<file path="config.mk">
export PLATFORM = sky130hd
export DESIGN_NAME = counting_semaphore_fifo_waiters_core
export DESIGN_NICKNAME = d
export VERILOG_FILES = /design/src/sv/csfw_pkg.sv /design/src/sv/csfw_ram.sv /design/src/sv/csfw_step.sv /design/src/sv/counting_semaphore_fifo_waiters_core.sv
export SDC_FILE = /design/constraint.sdc
export NUM_CORES = 2
export LEC_CHECK = 0
export BUFFER_PORTS_ARGS = -buffer_cell sky130_fd_sc_hd__buf_2
export CAP_MARGIN = 30
export CORE_UTILIZATION = 23
export CTS_CLUSTER_SIZE = 10
export DETAILED_ROUTE_END_ITERATION = 10
export GPL_ROUTABILITY_DRIVEN = 1
export PLACE_DENSITY = 0.48
export SLEW_MARGIN = 20
export SYNTH_ARGS = -nofsm -noshare
export SYNTH_HDL_FRONTEND = slang
export SYNTH_HIERARCHICAL = 1
export SYNTH_SLANG_ARGS = --single-unit
</file>
<file path="constraint.sdc">
create_clock -name clk_i -period 4.6 [get_ports clk_i]
set_clock_uncertainty 0.2 [all_clocks]
set_input_delay 0.23 -clock clk_i [delete_from_list [all_inputs] [get_ports clk_i]]
set_output_delay 0.23 -clock clk_i [all_outputs]
set_load 0.01 [all_outputs]
</file>
<file path="src/sv/csfw_pkg.sv">
// Shared types and constants for the counting semaphore bank with FIFO waiters.
// Used by the step unit, the top level and the checker; has no dependencies of its own.
`default_nettype none

package csfw_pkg;

  // Bank geometry and limits.
  localparam int NUM_SEMS    = 16;
  localparam int QUEUE_DEPTH = 16;
  localparam int MAX_COUNT   = 127;
  localparam int THREAD_BITS = 8;
  localparam int MAX_REPEAT  = 16;

  // Field widths fixed by the interface.
  localparam int SEM_W    = 4;
  localparam int QPTR_W   = 4;
  localparam int COUNT_W  = 8;
  localparam int REP_W    = 5;
  localparam int EVENT_W  = 3;
  localparam int WADDR_W  = SEM_W + QPTR_W;
  localparam int WDEPTH   = NUM_SEMS * QUEUE_DEPTH;

  localparam logic signed [COUNT_W-1:0] CNT_MAX  = COUNT_W'(MAX_COUNT);
  localparam logic signed [COUNT_W-1:0] CNT_FULL = -COUNT_W'(QUEUE_DEPTH);
  localparam logic [REP_W-1:0]          REP_MAX  = REP_W'(MAX_REPEAT);

  typedef enum logic {
    CMD_WAIT   = 1'b0,
    CMD_SIGNAL = 1'b1
  } cmd_e;

  typedef enum logic [EVENT_W-1:0] {
    EV_GRANTED   = 3'd0,
    EV_BLOCKED   = 3'd1,
    EV_WOKEN     = 3'd2,
    EV_RAISED    = 3'd3,
    EV_FULL      = 3'd4,
    EV_SATURATED = 3'd5
  } event_e;

  typedef enum logic [1:0] {
    ST_IDLE,
    ST_READ,
    ST_EXEC
  } state_e;

  // Operands handed to the step unit for one semaphore operation.
  typedef struct packed {
    cmd_e                       cmd;
    logic signed [COUNT_W-1:0]  count;
    logic [QPTR_W-1:0]          head;
    logic [THREAD_BITS-1:0]     thread;
    logic [THREAD_BITS-1:0]     woken;
  } step_req_t;

  // Outcome of one step: new state of the semaphore and the result beat.
  typedef struct packed {
    event_e                     event_res;
    logic [THREAD_BITS-1:0]     thread;
    logic signed [COUNT_W-1:0]  count_next;
    logic [QPTR_W-1:0]          head_next;
    logic                       wr_en;
    logic [QPTR_W-1:0]          wr_slot;
  } step_res_t;

endpackage

`default_nettype wire

</file>
<file path="src/sv/csfw_ram.sv">
// Generic single-write, single-read RAM with a registered read port.
// No dependencies; used for the waiter queue storage.
`default_nettype none

module csfw_ram #(
  parameter int WIDTH = 8,
  parameter int DEPTH = 256
) (
  input  wire logic                     clk_i,
  input  wire logic                     we_i,
  input  wire logic [$clog2(DEPTH)-1:0] waddr_i,
  input  wire logic [WIDTH-1:0]         wdata_i,
  input  wire logic                     re_i,
  input  wire logic [$clog2(DEPTH)-1:0] raddr_i,
  output logic      [WIDTH-1:0]         rdata_o
);

  logic [WIDTH-1:0] mem_q [DEPTH];

  // Write port.
  always_ff @(posedge clk_i) begin
    if (we_i) begin
      mem_q[waddr_i] <= wdata_i;
    end
  end

  // Registered read port.
  always_ff @(posedge clk_i) begin
    if (re_i) begin
      rdata_o <= mem_q[raddr_i];
    end
  end

endmodule

`default_nettype wire

</file>
<file path="src/sv/csfw_step.sv">
// Shared step unit: one count adder and the compares that pick the event.
// Depends on csfw_pkg for the request and result structs.
`default_nettype none

module csfw_step (
  input  wire csfw_pkg::step_req_t req_i,
  output csfw_pkg::step_res_t      res_o
);

  import csfw_pkg::*;

  logic signed [COUNT_W-1:0] delta;
  logic signed [COUNT_W-1:0] sum;

  // The single adder moves the count by one in either direction.
  assign delta = (req_i.cmd == CMD_SIGNAL) ? COUNT_W'(1) : -COUNT_W'(1);
  assign sum   = req_i.count + delta;

  // Decide the event and the new semaphore state.
  always_comb begin
    res_o            = '0;
    res_o.thread     = req_i.thread;
    res_o.count_next = req_i.count;
    res_o.head_next  = req_i.head;
    // The tail slot is head plus the number of waiters, which is minus the count.
    res_o.wr_slot    = req_i.head - req_i.count[QPTR_W-1:0];
    res_o.wr_en      = 1'b0;
    res_o.event_res  = EV_GRANTED;
    if (req_i.cmd == CMD_WAIT) begin
      if (req_i.count > 0) begin
        res_o.event_res  = EV_GRANTED;
        res_o.count_next = sum;
      end else if (req_i.count <= CNT_FULL) begin
        res_o.event_res  = EV_FULL;
      end else begin
        res_o.event_res  = EV_BLOCKED;
        res_o.count_next = sum;
        res_o.wr_en      = 1'b1;
      end
    end else begin
      if (req_i.count < 0) begin
        res_o.event_res  = EV_WOKEN;
        res_o.thread     = req_i.woken;
        res_o.head_next  = req_i.head + QPTR_W'(1);
        res_o.count_next = sum;
      end else if (req_i.count >= CNT_MAX) begin
        res_o.event_res  = EV_SATURATED;
      end else begin
        res_o.event_res  = EV_RAISED;
        res_o.count_next = sum;
      end
    end
  end

endmodule

`default_nettype wire

</file>
<file path="src/sv/counting_semaphore_fifo_waiters_core.sv">
// Top level of the counting semaphore bank with FIFO wait queues.
// Depends on csfw_pkg, csfw_step and csfw_ram.
`default_nettype none

// A bank of 16 counting semaphores, each with a 16-entry FIFO of waiting
// thread identifiers kept in one 256-entry RAM. A wait beat yields one result;
// a signal beat yields signal_count results (0 is taken as 1, above 16 as 16),
// and the final result of every input beat has last_o set. The block takes one
// input beat at a time: it is accepted in the idle cycle, then every operation
// step reads the queue head from the RAM (registered read) and then lets the
// shared count adder update the semaphore and load the output register. The
// update step waits while a stalled result beat still holds the output
// register. No clearing pass follows reset.
module counting_semaphore_fifo_waiters_core (
  input  wire logic                                      clk_i,
  input  wire logic                                      rst_ni,
  input  wire logic                                      in_valid_i,
  output logic                                           in_stall_o,
  input  wire logic                                      cmd_i,
  input  wire logic [csfw_pkg::SEM_W-1:0]                sem_index_i,
  input  wire logic [csfw_pkg::THREAD_BITS-1:0]          thread_id_i,
  input  wire logic [csfw_pkg::REP_W-1:0]                signal_count_i,
  output logic                                           out_valid_o,
  input  wire logic                                      out_stall_i,
  output logic      [csfw_pkg::EVENT_W-1:0]              event_res_o,
  output logic      [csfw_pkg::THREAD_BITS-1:0]          event_thread_o,
  output logic      [csfw_pkg::SEM_W-1:0]                event_sem_o,
  output logic signed [csfw_pkg::COUNT_W-1:0]            new_count_o,
  output logic                                           last_o
);

  import csfw_pkg::*;

  state_e state_q, state_d;

  // Operation held for the duration of one input beat.
  cmd_e                     cmd_q;
  logic [SEM_W-1:0]         sem_q;
  logic [THREAD_BITS-1:0]   thread_q;
  logic [REP_W-1:0]         reps_q, reps_d;

  // Per-semaphore state.
  logic signed [COUNT_W-1:0] counts_q [NUM_SEMS];
  logic [QPTR_W-1:0]         heads_q  [NUM_SEMS];

  // Output register.
  logic                      out_valid_q;
  logic [EVENT_W-1:0]        event_q;
  logic [THREAD_BITS-1:0]    ev_thread_q;
  logic [SEM_W-1:0]          ev_sem_q;
  logic signed [COUNT_W-1:0] ev_count_q;
  logic                      ev_last_q;

  logic                    in_fire;
  logic                    out_free;
  logic                    step_fire;
  logic                    step_last;
  logic                    ram_re;
  logic                    ram_we;
  logic [THREAD_BITS-1:0]  ram_rdata;
  logic [REP_W-1:0]        reps_in;
  step_req_t               req;
  step_res_t               res;

  assign in_fire   = in_valid_i && !in_stall_o;
  assign out_free  = !out_valid_q || !out_stall_i;
  assign step_fire = (state_q == ST_EXEC) && out_free;
  assign step_last = (cmd_q == CMD_WAIT) || (reps_q == REP_W'(1));

  // Repetition count clamped to the legal range.
  always_comb begin
    reps_in = signal_count_i;
    if (signal_count_i == '0) begin
      reps_in = REP_W'(1);
    end else if (signal_count_i > REP_MAX) begin
      reps_in = REP_MAX;
    end
  end

  // Next-state logic of the sequencer.
  always_comb begin
    state_d = state_q;
    unique case (state_q)
      ST_IDLE: begin
        if (in_valid_i) begin
          state_d = ST_READ;
        end
      end
      ST_READ: begin
        state_d = ST_EXEC;
      end
      ST_EXEC: begin
        if (out_free) begin
          state_d = step_last ? ST_IDLE : ST_READ;
        end
      end
      default: begin
        state_d = ST_IDLE;
      end
    endcase
  end

  // Sequencer outputs.
  always_comb begin
    in_stall_o = 1'b1;
    ram_re     = 1'b0;
    ram_we     = 1'b0;
    reps_d     = reps_q;
    unique case (state_q)
      ST_IDLE: begin
        in_stall_o = 1'b0;
      end
      ST_READ: begin
        ram_re = 1'b1;
      end
      ST_EXEC: begin
        ram_we = out_free && res.wr_en;
        if (out_free) begin
          reps_d = reps_q - REP_W'(1);
        end
      end
      default: begin
        in_stall_o = 1'b1;
      end
    endcase
  end

  always_ff @(posedge clk_i or negedge rst_ni) begin
    if (!rst_ni) begin
      state_q <= ST_IDLE;
    end else begin
      state_q <= state_d;
    end
  end

  // Latch the operation of an accepted input beat.
  always_ff @(posedge clk_i) begin
    if (in_fire) begin
      cmd_q    <= cmd_e'(cmd_i);
      sem_q    <= sem_index_i;
      thread_q <= thread_id_i;
      reps_q   <= (cmd_e'(cmd_i) == CMD_WAIT) ? REP_W'(1) : reps_in;
    end else begin
      reps_q   <= reps_d;
    end
  end

  // Operands for the shared step unit.
  always_comb begin
    req.cmd    = cmd_q;
    req.count  = counts_q[sem_q];
    req.head   = heads_q[sem_q];
    req.thread = thread_q;
    req.woken  = ram_rdata;
  end

  csfw_step u_step (
    .req_i (req),
    .res_o (res)
  );

  csfw_ram #(
    .WIDTH (THREAD_BITS),
    .DEPTH (WDEPTH)
  ) u_waiters (
    .clk_i   (clk_i),
    .we_i    (ram_we),
    .waddr_i ({sem_q, res.wr_slot}),
    .wdata_i (thread_q),
    .re_i    (ram_re),
    .raddr_i ({sem_q, heads_q[sem_q]}),
    .rdata_o (ram_rdata)
  );

  // Semaphore counts and queue heads.
  always_ff @(posedge clk_i or negedge rst_ni) begin
    if (!rst_ni) begin
      for (int i = 0; i < NUM_SEMS; i++) begin
        counts_q[i] <= '0;
        heads_q[i]  <= '0;
      end
    end else if (step_fire) begin
      counts_q[sem_q] <= res.count_next;
      heads_q[sem_q]  <= res.head_next;
    end
  end

  // Output register valid flag.
  always_ff @(posedge clk_i or negedge rst_ni) begin
    if (!rst_ni) begin
      out_valid_q <= 1'b0;
    end else if (step_fire) begin
      out_valid_q <= 1'b1;
    end else if (!out_stall_i) begin
      out_valid_q <= 1'b0;
    end
  end

  // Output register payload.
  always_ff @(posedge clk_i) begin
    if (step_fire) begin
      event_q     <= res.event_res;
      ev_thread_q <= res.thread;
      ev_sem_q    <= sem_q;
      ev_count_q  <= res.count_next;
      ev_last_q   <= step_last;
    end
  end

  assign out_valid_o    = out_valid_q;
  assign event_res_o    = event_q;
  assign event_thread_o = ev_thread_q;
  assign event_sem_o    = ev_sem_q;
  assign new_count_o    = ev_count_q;
  assign last_o         = ev_last_q;

endmodule

`default_nettype wire

</file>
==> results.sh <==
export IMPL_drt_wl_total_um=255000
export IMPL_critical_path_class="reg -> reg"
export IMPL_ys_warn_count=6
export IMPL_rr_worst_depth=15
export IMPL_yosysUniqueCellTypes=74
export IMPL_grt_use_total_pct=12.5
export IMPL_drcViolationCount=0
export IMPL_htree_levels=5
export IMPL_dp_hpwl_um=158000
export IMPL_synth_edf_count=2098
export IMPL_hold_depth=4
export IMPL_netlist_area_um2=90600
export IMPL_critPathCaptureType="register"
export IMPL_cts_buffer_depth=4
export IMPL_drtIter0Drc=4553
export IMPL_drive_gt1_share_pct=36.7
export IMPL_power_density_nw_per_um2=479
export IMPL_initial_core_util_pct=23.1
export IMPL_design_area_um2=112000
export IMPL_leakage_uw=0.0354
export IMPL_setup_viol=0
export IMPL_route_vias_total=47000
export IMPL_core_rowCount=230
export IMPL_grt_max_degree=208
export IMPL_clkLatencyLatePin_ps=830
export IMPL_die_area_um2=396000
export IMPL_fin_crit_ps=4560
export IMPL_first_pass_iters=5
export IMPL_ys_seq_area_share_pct=74.9
export IMPL_holdWs_ps=177
export IMPL_relSlewSlack_pct=20.1
export IMPL_ir_drop_uv=321
export IMPL_worst_pin_slew_ps=1200
export IMPL_numCtsBuffers=278
export IMPL_arrival_ps=4910
export IMPL_overflow=0
export IMPL_routedWlPerCell_um=24.2
export IMPL_chipWidth_um=630
export IMPL_syn_inst=4452
export IMPL_avgSynthCellArea_um2=20.3
export IMPL_clock_root_buffer="clkbuf_16"
export IMPL_die_height_um=630
export IMPL_hp_class="in -> reg"
export IMPL_ant_nets=0
export IMPL_clock_sinks=2293
export IMPL_critPathMaxFanout=6
export IMPL_coreArea_um2=392000
export IMPL_cap_viol_max_count=0
export IMPL_syn_to_final_growth_pct=23.7
export IMPL_grt_pass1_wl_um=365000
export IMPL_synth_nets=4488
export IMPL_dpl_cell_area_um2=102000
export IMPL_max_freq_ghz=0.219
export IMPL_reg2reg_from="sem_q[0]"
export IMPL_hold_path_end="reps_q[4]"
export IMPL_synthFlopType="edfxtp_1"
export IMPL_fin_tns_setup_ps=0
export IMPL_drv_slew=0
export IMPL_cts_tree="done"
export IMPL_ff2ff_setup_slack_ps=40
export IMPL_reg2reg_to="u_waiters/rdata_o[4]"
export IMPL_async_flop_share_pct=8.50
export IMPL_viasPerCell=4.46
export IMPL_synth_seq_cells=2293
export IMPL_gp_congestion=0.781
export IMPL_worstPathRequired_ps=4950
export IMPL_startpoint_type="register"
export IMPL_portBuffers=47
export IMPL_clk_pin_slew_worst_paths_ps=60
export IMPL_min_period_over_period_pct=99.2
export IMPL_antenna_found_initial=8
export IMPL_grt_pass1_vias=48800
export IMPL_status="completed"
export IMPL_fin_nets=5267
export IMPL_pin_count=48
export IMPL_hold_viol=0
export IMPL_hp_start="signal_count_i[4]"
## logic make-up (layout without fill, tap and decap cells)
kind of cell / after synthesis / in the layout / share of synthesized area (%)
other: 0 / 3 / 0
buffers and inverters: 295 / 1161 / 1.90
xor gates and xnor gates: 12 / 12 / 0.116
DFF: 2293 / 2293 / 74.9
muxes: 843 / 843 / 16.6
and+or+nand+nor: 553 / 553 / 2.82
adders and majority gates: 14 / 14 / 0.210
AOI/OAI and AO/OA: 442 / 442 / 3.45
## critical path, cell delays in order, from the launching register on
cell and delay [ps]:
edfxtp_1 450, buf_12 180, mux4_2 510, a22oi_2 170
buf_4 150, nand2_4 70, buf_12 160, buf_16 170
buf_12 160, buf_4 140, mux4_2 460, mux4_2 560
nor2b_1 200, nor4_4 390, buf_6 200, nor4_2 80
## layout by cell type (no fill, tap or decap), types with 43 or more instances in the layout
cell type	n
edfxtp_1	2098
buf_4	519
mux4_2	502
clkbuf_16	295
mux2_2	203
nor2_1	201
dfrtp_1	195
a22oi_1	142
mux2i_1	135
buf_12	126
a21oi_1	97
nor2_2	78
clkbuf_1	56
nand2_1	48
buf_2	48
o221ai_1	45
dlygate4sd3_1	43
## cell type report
cell class              count  area, um2
fillers                 38500     280000
clock buffers             350       7520
diodes                      3       7.51
well taps                5220       6530
inverters                  15       56.3
clock inverters            17        196
flip-flops and latches   2293      67900
multi-input cells        1864      21900
repair buffers            779       7890
## cells in the mapped netlist (6+ instances only)
cell | number | area [um2]
a22oi_1 | 157 | 1180
o221ai_1 | 46 | 403
nor4_1 | 25 | 156
a211oi_1 | 18 | 135
o21ai_0 | 15 | 75.1
buf_8 | 13 | 195
nor2_1 | 306 | 1150
a22o_1 | 8 | 70.1
nand2_1 | 56 | 210
mux4_2 | 502 | 11300
mux2i_1 | 135 | 1350
buf_4 | 28 | 210
nor2b_1 | 36 | 225
nor3_1 | 25 | 125
or2_2 | 6 | 37.5
edfxtp_1 | 2098 | 63000
xnor2_1 | 8 | 70.1
a221oi_1 | 13 | 114
buf_6 | 21 | 236
nand4_1 | 11 | 68.8
o22a_1 | 8 | 70.1
ha_1 | 12 | 150
buf_12 | 8 | 160
nand3_1 | 43 | 215
o22ai_1 | 28 | 175
nand2b_1 | 15 | 93.8
buf_1 | 22 | 82.6
mux2_2 | 203 | 2290
inv_1 | 13 | 48.8
and2_1 | 7 | 43.8
o21ai_1 | 7 | 35.0
o211ai_1 | 10 | 75.1
dfrtp_1 | 195 | 4880
a21oi_1 | 100 | 500
buf_2 | 58 | 290
clkbuf_1 | 130 | 488
## repair_timing
| action | CTS | global route |
|---|---|---|
| setup buffers | 17 | 34 |
| endpoints found under the setup margin | 2056 | 2056 |
| cloned | 4 | 5 |
| hold buffers | 43 | 0 |
| hold endpoints to repair | 168 | 0 |
| pin swaps | 7 | 16 |
| gates resized for setup | 68 | 56 |
## layer usage
layer,vias to the layer above,global-route usage [%],wire [um]
met5,-,0,0
met4,0,3.19,6150
met3,364,2.11,14700
met2,1401,20.3,121000
met1,25400,17.4,113000
li1,19900,-,-
## worst max path at each step
stage / end / depth (start not counted) / from
final: u_waiters/rdata_o[4] / 15 / sem_q[0]
after global routing: u_waiters/mem_q[107][5] / 16 / sem_q[0]
after CTS: u_waiters/rdata_o[3] / 15 / sem_q[0]
after detailed placement: u_waiters/rdata_o[3] / 15 / sem_q[2]
after global placement: u_waiters/rdata_o[3] / 14 / sem_q[0]
after floorplan: u_waiters/mem_q[233][0] / 15 / sem_q[0]
## per-stage QoR
| step | setup slack, ps | instances | util, % | power [uW] |
|---|---|---|---|---|
| after detailed placement | -635 | 10100 | 26.1 | 34000 |
| after global routing | -17.9 | 10500 | 28.6 | 55500 |
| after CTS | -20.7 | 10500 | 28.4 | 53900 |
| after floorplan | -76.4 | 4452 | - | 30400 |
| after global placement | -1100 | 10100 | 26.1 | 33900 |
| final | 36.4 | 10500 | 28.6 | 53600 |
## registers in the layout, indices dropped and copies added, names as in the netlist
name	cells
cmd_q	1
counts_q	128
event_res_o	3
event_sem_o	4
event_thread_o	8
heads_q	64
last_o	1
new_count_o	8
out_valid_o	1
reps_q	5
sem_q	4
state_q	2
thread_q	8
u_waiters/mem_q	2048
u_waiters/rdata_o	8
## where the power goes
group,switching [uW],total (uW),internal [uW]
clock,8080,19500,11400
sequential,390,24700,24300
combinational,5670,9490,3820
No activity file was read; power rests on OpenSTA's default activity.
